--- src/rtl/hwsm_pkg.sv ---
// Shared types and constants for the hall wheel speed meter.
// No dependencies; imported by every module of the block.
package hwsm_pkg;

  localparam int TDATA_IN_W  = 48;
  localparam int TDATA_OUT_W = 48;
  localparam int TUSER_IN_W  = 2;
  localparam int CFG_IDX_W   = 1;
  localparam int CFG_DATA_W  = 32;

  localparam int TIME_W  = 32;
  localparam int CIRC_W  = 12;
  localparam int POT_W   = 10;
  localparam int VAL_W   = 16;

  localparam logic [1:0] KIND_HALL  = 2'd0;
  localparam logic [1:0] KIND_CHECK = 2'd1;
  localparam logic [1:0] KIND_POT   = 2'd2;

  localparam logic [CFG_IDX_W-1:0] CFG_CIRC    = 1'b0;
  localparam logic [CFG_IDX_W-1:0] CFG_TIMEOUT = 1'b1;

  localparam logic [CIRC_W-1:0] CIRC_RESET    = 12'd2180;
  localparam logic [TIME_W-1:0] TIMEOUT_RESET = 32'd1000000;

  // quotient width: circ * 57600 stays below 2^28
  localparam int DIV_W     = 28;
  localparam int DIV_CNT_W = $clog2(DIV_W);
  localparam logic [DIV_CNT_W-1:0] DIV_LAST = DIV_CNT_W'(DIV_W - 1);

  localparam logic [15:0]      SPEED_SCALE = 16'd57600;
  localparam logic [DIV_W-1:0] RPM_SCALE   = 28'd60000000;

  // floor(x/10) = (x * 838861) >> 23 for x < 2^20
  localparam int SUM_W     = 20;
  localparam int RECIP_W   = 20;
  localparam int PROD_W    = SUM_W + RECIP_W;
  localparam int RECIP_SH  = 23;
  localparam logic [RECIP_W-1:0] RECIP10 = 20'd838861;

  typedef struct packed {
    logic capture;
    logic div_start;
    logic apply;
    logic smooth_mul;
    logic smooth_upd;
    logic load_out;
  } dp_cmd_t;

  typedef struct packed {
    logic [1:0] kind;
    logic       div_done;
  } dp_status_t;

endpackage

--- src/rtl/hwsm_div.sv ---
// Two-lane restoring divider sharing one 32-bit divisor, one bit per cycle.
// Depends on hwsm_pkg.
module hwsm_div (
  input  logic                       clk,
  input  logic                       rst_n,
  input  logic                       start,
  input  logic [hwsm_pkg::DIV_W-1:0] num_a,
  input  logic [hwsm_pkg::DIV_W-1:0] num_b,
  input  logic [31:0]                den,
  output logic                       done,
  output logic [hwsm_pkg::DIV_W-1:0] quo_a,
  output logic [hwsm_pkg::DIV_W-1:0] quo_b
);
  import hwsm_pkg::*;

  logic                 busy_r;
  logic [DIV_CNT_W-1:0] cnt_r;
  logic [31:0]          den_r;
  logic [31:0]          rem_a_r, rem_b_r;
  logic [DIV_W-1:0]     sh_a_r, sh_b_r;
  logic [32:0]          step_a, step_b;

  function automatic logic [32:0] div_step(input logic [31:0] rem, input logic nb,
                                           input logic [31:0] d);
    logic [32:0] trial;
    logic [32:0] diff;
    trial = {rem, nb};
    diff  = trial - {1'b0, d};
    if (!diff[32]) begin
      return {diff[31:0], 1'b1};
    end
    return {trial[31:0], 1'b0};
  endfunction

  assign step_a = div_step(rem_a_r, sh_a_r[DIV_W-1], den_r);
  assign step_b = div_step(rem_b_r, sh_b_r[DIV_W-1], den_r);

  assign done  = busy_r && (cnt_r == DIV_LAST);
  assign quo_a = sh_a_r;
  assign quo_b = sh_b_r;

  always_ff @(posedge clk) begin
    if (!rst_n) begin
      busy_r <= 1'b0;
      cnt_r  <= '0;
    end else if (start) begin
      busy_r <= 1'b1;
      cnt_r  <= '0;
    end else if (busy_r) begin
      cnt_r <= cnt_r + DIV_CNT_W'(1);
      if (cnt_r == DIV_LAST) begin
        busy_r <= 1'b0;
      end
    end
  end

  always_ff @(posedge clk) begin
    if (start) begin
      den_r   <= den;
      rem_a_r <= '0;
      rem_b_r <= '0;
      sh_a_r  <= num_a;
      sh_b_r  <= num_b;
    end else if (busy_r) begin
      rem_a_r <= step_a[32:1];
      rem_b_r <= step_b[32:1];
      sh_a_r  <= {sh_a_r[DIV_W-2:0], step_a[0]};
      sh_b_r  <= {sh_b_r[DIV_W-2:0], step_b[0]};
    end
  end

endmodule

--- src/rtl/hwsm_dp.sv ---
// Datapath: config registers, meter state, divider, smoothing, result register.
// Depends on hwsm_pkg and hwsm_div.
module hwsm_dp (
  input  logic                            clk,
  input  logic                            rst_n,
  input  hwsm_pkg::dp_cmd_t               cmd,
  output hwsm_pkg::dp_status_t            status,
  input  logic [hwsm_pkg::TUSER_IN_W-1:0] in_tuser,
  input  logic [hwsm_pkg::TDATA_IN_W-1:0] in_tdata,
  input  logic                            cfg_we,
  input  logic [hwsm_pkg::CFG_IDX_W-1:0]  cfg_index,
  input  logic [hwsm_pkg::CFG_DATA_W-1:0] cfg_data,
  output logic [hwsm_pkg::TDATA_OUT_W-1:0] out_tdata
);
  import hwsm_pkg::*;

  logic [CIRC_W-1:0] circ_r;
  logic [TIME_W-1:0] timeout_r;

  logic [1:0]        kind_r;
  logic [TIME_W-1:0] t_r;
  logic [POT_W-1:0]  pot_r;

  logic [TIME_W-1:0] prev_edge_r;
  logic [VAL_W-1:0]  speed_r;
  logic [VAL_W-1:0]  rpm_r;
  logic [VAL_W-1:0]  seen_speed_r;
  logic [TIME_W-1:0] change_time_r;
  logic [POT_W-1:0]  steer_r;

  logic [PROD_W-1:0] prod_r;
  logic [VAL_W:0]    rsum_r;

  logic [TIME_W-1:0] dt_raw, dt, elapsed;
  logic [DIV_W-1:0]  speed_num, quo_s, quo_r;
  logic [VAL_W-1:0]  inst_s, inst_r;
  logic [SUM_W-1:0]  ssum;
  logic              div_done;

  assign dt_raw    = t_r - prev_edge_r;
  assign dt        = (dt_raw == '0) ? TIME_W'(1) : dt_raw;
  assign speed_num = DIV_W'(circ_r) * DIV_W'(SPEED_SCALE);
  assign elapsed   = t_r - change_time_r;

  hwsm_div u_div (
    .clk   (clk),
    .rst_n (rst_n),
    .start (cmd.div_start),
    .num_a (speed_num),
    .num_b (RPM_SCALE),
    .den   (dt),
    .done  (div_done),
    .quo_a (quo_s),
    .quo_b (quo_r)
  );

  assign inst_s = (|quo_s[DIV_W-1:VAL_W]) ? '1 : quo_s[VAL_W-1:0];
  assign inst_r = (|quo_r[DIV_W-1:VAL_W]) ? '1 : quo_r[VAL_W-1:0];
  assign ssum   = SUM_W'(inst_s) + {1'b0, speed_r, 3'b000} + SUM_W'(speed_r);

  assign status.kind     = kind_r;
  assign status.div_done = div_done;

  always_ff @(posedge clk) begin
    if (!rst_n) begin
      circ_r    <= CIRC_RESET;
      timeout_r <= TIMEOUT_RESET;
    end else if (cfg_we) begin
      unique case (cfg_index)
        CFG_CIRC:    circ_r    <= cfg_data[CIRC_W-1:0];
        CFG_TIMEOUT: timeout_r <= cfg_data[TIME_W-1:0];
        default:     ;
      endcase
    end
  end

  always_ff @(posedge clk) begin
    if (cmd.capture) begin
      kind_r <= in_tuser;
      t_r    <= in_tdata[TIME_W-1:0];
      pot_r  <= in_tdata[TIME_W +: POT_W];
    end
    if (cmd.smooth_mul) begin
      prod_r <= PROD_W'(ssum) * PROD_W'(RECIP10);
      rsum_r <= {1'b0, inst_r} + {1'b0, rpm_r};
    end
    if (cmd.load_out) begin
      out_tdata <= {6'd0, steer_r, rpm_r, speed_r};
    end
  end

  always_ff @(posedge clk) begin
    if (!rst_n) begin
      prev_edge_r   <= '0;
      speed_r       <= '0;
      rpm_r         <= '0;
      seen_speed_r  <= '0;
      change_time_r <= '0;
      steer_r       <= '0;
    end else begin
      if (cmd.div_start) begin
        prev_edge_r <= t_r;
      end
      if (cmd.smooth_upd) begin
        speed_r <= prod_r[RECIP_SH +: VAL_W];
        rpm_r   <= rsum_r[VAL_W:1];
      end
      if (cmd.apply) begin
        case (kind_r)
          KIND_CHECK: begin
            if (speed_r == seen_speed_r) begin
              if (elapsed > timeout_r) begin
                speed_r <= '0;
                rpm_r   <= '0;
              end
            end else begin
              change_time_r <= t_r;
              seen_speed_r  <= speed_r;
            end
          end
          KIND_POT: steer_r <= {~pot_r[POT_W-1], pot_r[POT_W-2:0]};
          default:  ;
        endcase
      end
    end
  end

endmodule

--- src/rtl/hwsm_ctrl.sv ---
// Controller FSM: sequences capture, division, smoothing and result load.
// Depends on hwsm_pkg.
module hwsm_ctrl (
  input  logic                 clk,
  input  logic                 rst_n,
  input  logic                 in_tvalid,
  output logic                 in_tready,
  output logic                 out_tvalid,
  input  logic                 out_tready,
  output hwsm_pkg::dp_cmd_t    cmd,
  input  hwsm_pkg::dp_status_t status
);
  import hwsm_pkg::*;

  typedef enum logic [2:0] {
    S_IDLE, S_EXEC, S_DIV, S_MUL, S_UPD, S_LOAD
  } state_t;

  state_t state_r;
  logic   out_valid_r;
  logic   out_free;

  assign in_tready  = (state_r == S_IDLE);
  assign out_tvalid = out_valid_r;
  assign out_free   = !out_valid_r || out_tready;

  always_comb begin
    cmd            = '0;
    cmd.capture    = (state_r == S_IDLE) && in_tvalid;
    cmd.div_start  = (state_r == S_EXEC) && (status.kind == KIND_HALL);
    cmd.apply      = (state_r == S_EXEC) && (status.kind != KIND_HALL);
    cmd.smooth_mul = (state_r == S_MUL);
    cmd.smooth_upd = (state_r == S_UPD);
    cmd.load_out   = (state_r == S_LOAD) && out_free;
  end

  always_ff @(posedge clk) begin
    if (!rst_n) begin
      state_r     <= S_IDLE;
      out_valid_r <= 1'b0;
    end else begin
      if ((state_r == S_LOAD) && out_free) begin
        out_valid_r <= 1'b1;
      end else if (out_tready) begin
        out_valid_r <= 1'b0;
      end
      unique case (state_r)
        S_IDLE: if (in_tvalid) state_r <= S_EXEC;
        S_EXEC: state_r <= (status.kind == KIND_HALL) ? S_DIV : S_LOAD;
        S_DIV:  if (status.div_done) state_r <= S_MUL;
        S_MUL:  state_r <= S_UPD;
        S_UPD:  state_r <= S_LOAD;
        S_LOAD: begin
          if (out_free) begin
            state_r <= S_IDLE;
          end
        end
        default: state_r <= S_IDLE;
      endcase
    end
  end

endmodule

--- src/rtl/hall_wheel_speed_meter.sv ---
// Top level of the hall wheel speed meter: controller plus datapath.
// Depends on hwsm_pkg, hwsm_ctrl, hwsm_dp (and hwsm_div below it).
//
//   channel | direction | handshake              | payload
//   in_     | slave     | in_tvalid / in_tready  | tdata: time_us, pot_value; tuser: kind
//   out_    | master    | out_tvalid / out_tready| tdata: speed_kmh_q4, rpm_q0, steer
//   cfg_    | slave     | cfg_valid / cfg_ready  | cfg_index, cfg_data
//
// A hall edge runs from capture through divider start, the 28-step two-lane
// divider, smoothing and result load; check ticks and pot samples go through apply and load.
// One item is in work at a time; the next is taken while a result waits.
// A stalled output holds the finished item in its final state until taken.
// Reset is synchronous; config registers return to their reset values.
module hall_wheel_speed_meter (
  input  logic                             clk,
  input  logic                             rst_n,
  input  logic                             in_tvalid,
  output logic                             in_tready,
  input  logic [hwsm_pkg::TDATA_IN_W-1:0]  in_tdata,   // time_us[31:0], pot_value[41:32]
  input  logic [hwsm_pkg::TUSER_IN_W-1:0]  in_tuser,   // kind[1:0]
  output logic                             out_tvalid,
  input  logic                             out_tready,
  output logic [hwsm_pkg::TDATA_OUT_W-1:0] out_tdata,  // speed[15:0], rpm[31:16], steer[41:32]
  input  logic                             cfg_valid,
  output logic                             cfg_ready,
  input  logic [hwsm_pkg::CFG_IDX_W-1:0]   cfg_index,
  input  logic [hwsm_pkg::CFG_DATA_W-1:0]  cfg_data
);
  import hwsm_pkg::*;

  dp_cmd_t    cmd;
  dp_status_t status;

  assign cfg_ready = 1'b1;

  hwsm_ctrl u_ctrl (
    .clk        (clk),
    .rst_n      (rst_n),
    .in_tvalid  (in_tvalid),
    .in_tready  (in_tready),
    .out_tvalid (out_tvalid),
    .out_tready (out_tready),
    .cmd        (cmd),
    .status     (status)
  );

  hwsm_dp u_dp (
    .clk       (clk),
    .rst_n     (rst_n),
    .cmd       (cmd),
    .status    (status),
    .in_tuser  (in_tuser),
    .in_tdata  (in_tdata),
    .cfg_we    (cfg_valid & cfg_ready),
    .cfg_index (cfg_index),
    .cfg_data  (cfg_data),
    .out_tdata (out_tdata)
  );

endmodule
--- config.mk ---
export PLATFORM = sky130hd
export DESIGN_NAME = hall_wheel_speed_meter
export DESIGN_NICKNAME = d
export VERILOG_FILES = /design/src/rtl/hwsm_pkg.sv /design/src/rtl/hwsm_div.sv /design/src/rtl/hwsm_dp.sv /design/src/rtl/hwsm_ctrl.sv /design/src/rtl/hall_wheel_speed_meter.sv
export SDC_FILE = /design/constraint.sdc
export NUM_CORES = 2
export LEC_CHECK = 0
export ABC_CLOCK_PERIOD_IN_PS = 20500
export BUFFER_PORTS_ARGS = -buffer_cell sky130_fd_sc_hd__buf_2
export CAP_MARGIN = 20
export CORE_MARGIN = 2
export CORE_UTILIZATION = 55
export CTS_CLUSTER_SIZE = 25
export DETAILED_ROUTE_END_ITERATION = 16
export GPL_TIMING_DRIVEN = 0
export HOLD_SLACK_MARGIN = 0.08
export PLACE_DENSITY = 0.72
export SYNTH_ARGS = -nofsm -noshare
export SYNTH_HDL_FRONTEND = slang
export SYNTH_SLANG_ARGS = --single-unit
export TNS_END_PERCENT = 30
--- constraint.sdc ---
create_clock -name clk -period 20.5 [get_ports clk]
set_input_delay 1.025 -clock clk [delete_from_list [all_inputs] [get_ports clk]]
set_output_delay 1.025 -clock clk [all_outputs]
set_load 0.01 [all_outputs]
After elaboration in Yosys (flattened, before gate mapping):

Index checks and enable logic that the tools add are counted.

* add/subtract/negate cells: 8
* multiply operators: 2
* divide/modulo/power cells: 0
* $lt $le $gt $ge: 1
* equal/unequal tests: 12
* shift-type cells: 0
* mux-type cells: 26
* bitwise operators: 4
* reductions and logical operators: 21

Operators by type and width (count)
* $mux 16: 12
* $mux 33: 2
* $sub 33x32->33: 2
* $sub 32x32->32: 2
* $mux 28: 2
* $mul 20x20->39 const B: 1
* $gt 32x32->1: 1
* $logic_not 32->1: 1
* $reduce_or 12->1: 2
* $add 16x19->20: 1
* $add 20x16->20: 1
* $mul 12x8->20 const B: 1
* $pmux 3 s6: 1
* $add 16x16->17: 1
* $eq 16x16->1: 1
* $mux 3: 4
* $eq 3x2->1 const B: 2
* $eq 3x3->1 const B: 2
* $reduce_and 2->1: 3
* $reduce_and 3->1: 2
* $reduce_bool 2->1: 3
* $add 5x1->5 const B: 1
* $eq 5x5->1 const B: 1
* $logic_and 1x1->1: 5
* other kinds (12): 20

* register bits after elaboration: 470
* latch bits: 0
* bits in writable memories: 0
* ROM bits: 0
* bits of input ports: 88
* output and inout port bits: 51
* logic and storage cells: 98
* memories: 0

Depth between registers and ports, before layout:

* word-level depth: 6
* gate-level depth with buffers: 39
* gate-level depth less buffers: 39

Modules after synthesis:

Synthesis repeated with hierarchy kept, for this count alone.

* cell total of the unflattened synthesis: 3456
* area, all modules: 34356.7 um2

Modules (own cells, without submodules)
* hwsm_dp: instances 1, cells an instance 2421, area each 24210.7 um2, seq. area each 6866.6 um2
* hwsm_div: instances 1, cells an instance 999, area each 9839.4 um2, seq. area each 4043.9 um2
* hwsm_ctrl: instances 1, cells an instance 34, area each 295.3 um2, seq. area each 80.1 um2
* hall_wheel_speed_meter: instances 1, cells an instance 2, area each 11.3 um2, seq. area each 0.0 um2

Least setup slack after synthesis:

No wires, ideal clock.

* path kind: reg2reg
* from: register u_dp.u_div.sh_a_r[24], in the netlist u_dp.u_div.quo_a[24]
* to: register u_dp.prod_r[38] (data pin)
* library setup time: 260 ps
* data arrival time: 9329 ps
* data required time: 20240 ps
* slack: 10911 ps
* stages on the path, launching flop included: 40
* path buffers: 0
* clock period less this slack: 9589 ps
* cells stage by stage: edfxtp_1 nor4_1 nand3_1 or2_2 ha_1 ha_1 inv_1 fa_1 nor2b_1 o21ai_0 a21boi_0 o21ai_0 nand2b_1 a21o_1 a21bo_2 o21ai_0 o211ai_1 a21oi_1 [... 4 more ...] inv_1 fa_1 inv_1 fa_1 fa_1 ha_1 ha_1 a211o_1 a31oi_1 o21ai_0 a21oi_1 o2bb2ai_2 o41ai_4 o21ai_2 or4_1 a31o_2 a21oi_2 xnor2_1

* word-level cells in the longest chain between the ends: 5

Ends and longest elaborated chain
* start: declaration: RTL line hwsm_div.sv:20 `logic [DIV_W-1:0] sh_a_r, sh_b_r;`
* start signal: assignment: RTL line hwsm_div.sv:62 `sh_a_r <= num_a;`
* start signal: assignment: RTL line hwsm_div.sv:67 `sh_a_r <= {sh_a_r[DIV_W-2:0], step_a[0]};`
* $reduce_or 12->1: RTL line hwsm_dp.sv:57 `assign inst_s = (|quo_s[DIV_W-1:VAL_W]) ? '1 : quo_s[VAL_W-1:0];`
* $mux 16: RTL line hwsm_dp.sv:57
* $add 16x19->20: RTL line hwsm_dp.sv:59 `assign ssum = SUM_W'(inst_s) + {1'b0, speed_r, 3'b000} + SUM_W'(speed_r);`
* $add 20x16->20: RTL line hwsm_dp.sv:59
* $mul 20x20->39: RTL line hwsm_dp.sv:84 `prod_r <= PROD_W'(ssum) * PROD_W'(RECIP10);`
* end signal: assignment: RTL line hwsm_dp.sv:84
* end: declaration: RTL line hwsm_dp.sv:31 `logic [PROD_W-1:0] prod_r;`

Every way passes these cells.
A chain may end at the register's enable or synchronous reset.

Worst setup path in the final report:

* from: register u_dp.u_div.sh_a_r[27], in the netlist u_dp.u_div.quo_a[27]
* to: register u_dp.prod_r[38] (data pin)

Same word-level chain as after synthesis.

==> metrics.yaml <==
setup-tns-final_ps: 0
critPathMostFrequentCell: "fa_1"
avgRoutedWirePerCell_um: 17.5
setup_violations: 0
clockBufferDepth: 3
antenna_found_initial: 2
slew_headroom_pct: 35.0
whs_path_depth: 0
critical-path-max-stage-delay_ps: 570
cts.sinks: 446
synth_area_mm2: 0.0336
synth-compound-area-share_pct: 13.9
cp.arrival_ps: 11390
muxShareOfSynthArea_pct: 4.15
min_period_ps: 11040
worstPathMaxFanout: 7
ctsHoldBuffers: 0
finalCritPeriodShare_pct: 53.9
async_reset_ff_share_pct: 0
synth-edff-count: 170
drive_gt1_share_pct: 7.82
synthSimpleGateAreaFrac_pct: 12.1
synth_area_per_cell_um2: 9.49
via_per_inst: 5.54
cp_slowest_cell: "fa_1"
endpoint_kind: "flip-flop"
ctsResizeCount: 0
clk_latency_ps: 620
ant_nets: 0
area_delta_synth_final_pct: 10.4
path_clk_slew_ps: 70
hold_viol_final: 0
grt_first_pass_wirelength_um: 130000
worstSetupStartpointType: "flip-flop"
die_w_um: 251
fillers: 5141
post_cts_buffers: 0
synth-xor-area-share_pct: 5.13
tightestPinTransition_ps: 967
portBuffers: 125
ys_ff_latch: 446
dp.final_hpwl_um: 63100
io_pins: 139
gr-usage-all-layers_pct: 25.7
crit_type: "reg2reg"
final_cell_mix: "inv_1 (465), ha_1 (432), nand2_1 (330)"
final_common_cell: "inv_1"
grt_pass1_vias: 24600
cp.required_ps: 20840
drt_iter0_drc: 1616
totalWireLength_um: 79900
numCtsBuffers: 50
clock-skew-final_ps: 27.8
route.detailed.drc: 0
antenna-diode-count: 0
slew_violations: 0
cts_root_buffer: "clkbuf_16"
cap_violations: 0
core_mm2: 0.0604
r2r_slack_ps: 9460
ys_seq_area_share_pct: 31.6
grt_setup_unrepaired: "false"
via_count: 25200
grt_remaining_overflow: 0
fp.dieH_um: 251
ff2ff_path_depth: 36
synth_top_family_by_area: "adder cells"
grt_start_max_net_pins: 37
firstDrtPassIters: 5
gp_congestion: 0.936
ys_types: 90
ys.flop_type: "dfxtp_1"
synth_warnings: 0
status: "finished, final reports clean"
cts_tree: "done"
placementRows: 90
initial_core_util_pct: 55.7
design.die.area_mm2: 0.0632
synth_fa_ha_area_share_pct: 26.4
finalNetCount: 4425
hp-class: "reg2reg"
fmax_mhz: 90.5
netlist_instances: 3545
cts_max_level: 2
-- synthesized netlist by cell type (all sizes together) (39+ instances only) --
cell	count	area (um2)
xor2	57	499
nor2b	80	500
xnor2	140	1230
fa	173	3460
a21o	78	586
nand3	62	310
o21ai	119	607
mux2i	138	1390
dfxtp	276	5530
nor2	192	723
inv	465	1750
nand2	331	1250
o21a	39	300
a21boi	73	548
edfxtp	170	5100
clkbuf	82	308
a21oi	223	1120
ha	432	5410
-- registers in the layout, indices dropped and copies added, names as in the netlist, 28 cells and up --
| name | count |
|---|---|
| u_dp.t_r | 32 |
| u_dp.u_div.rem_a_r | 32 |
| u_dp.change_time_r | 32 |
| u_dp.timeout_r | 32 |
| u_dp.out_tdata | 42 |
| u_dp.u_div.quo_b | 28 |
| u_dp.u_div.den_r | 32 |
| u_dp.prev_edge_r | 32 |
| u_dp.u_div.rem_b_r | 32 |
| u_dp.u_div.quo_a | 28 |
-- area by class of cell --
class	instances	area, um2	share of cell area (%)
Multi-Input combinational cell	2527	20800	56.0
Sequential cell	446	10600	28.6
Inverter	465	1750	4.70
Clock buffer	65	1450	3.91
Buffer	112	502	1.35
Timing Repair Buffer	130	708	1.91
Tap cell	782	978	2.63
Clock inverter	29	332	0.893
-- final timing paths --
path                         from            endpoint
max reg2reg  u_dp.u_div.quo_a[27]     u_dp.prod_r[38]
min reg2reg       u_dp.steer_r[5]  u_dp.out_tdata[37]
max          u_dp.u_div.quo_a[27]     u_dp.prod_r[38]
min               u_dp.steer_r[5]  u_dp.out_tdata[37]
-- metrics by stage --
step | utilization, % | instance area, um2 | hold WS [ps] | instances | worst slack [ps]
floorplan | - | 33700 | 408 | 3550 | 10910
global placement | 58.4 | 35300 | 412 | 4457 | 9380
detailed placement | 58.6 | 35400 | 428 | 4462 | 9570
CTS | 61.5 | 37100 | 416 | 4556 | 9470
global route | 61.5 | 37100 | 422 | 4556 | 8880
finish | 61.5 | 37100 | 416 | 4556 | 9460
-- worst max-delay path: cells and delay by family, from the launching register on --
kind,cells,cell delay [ps]
fa+ha+maj,10,4240
flops,1,430
simple gates,6,1630
compound gates,16,3860
buf+inv,2,100
xor+xnor,2,540
-- metal layers --
layer,vias to the layer above,track usage [%],share of wire [%]
li1,12500,-,-
met1,12100,36.4,47
met2,560,42.6,46
met3,88,3.33,5.2
met4,2,4.78,1.5
met5,-,0,0.016
-- kinds of logic (layout without fill, tap and decap cells) --
group,after synthesis,count (layout)
AND/OR/NAND/NOR,867,867
AO/OA/AOI/OAI,712,712
adder cells (fa/ha/maj),605,605
buffers and inverters,577,801
flip-flops,446,446
XOR/XNOR,197,197
multiplexers,139,139
other,2,7
Power is not shown: default switching activity piles up to over one toggle a cycle in this logic, so the estimate is an artifact.
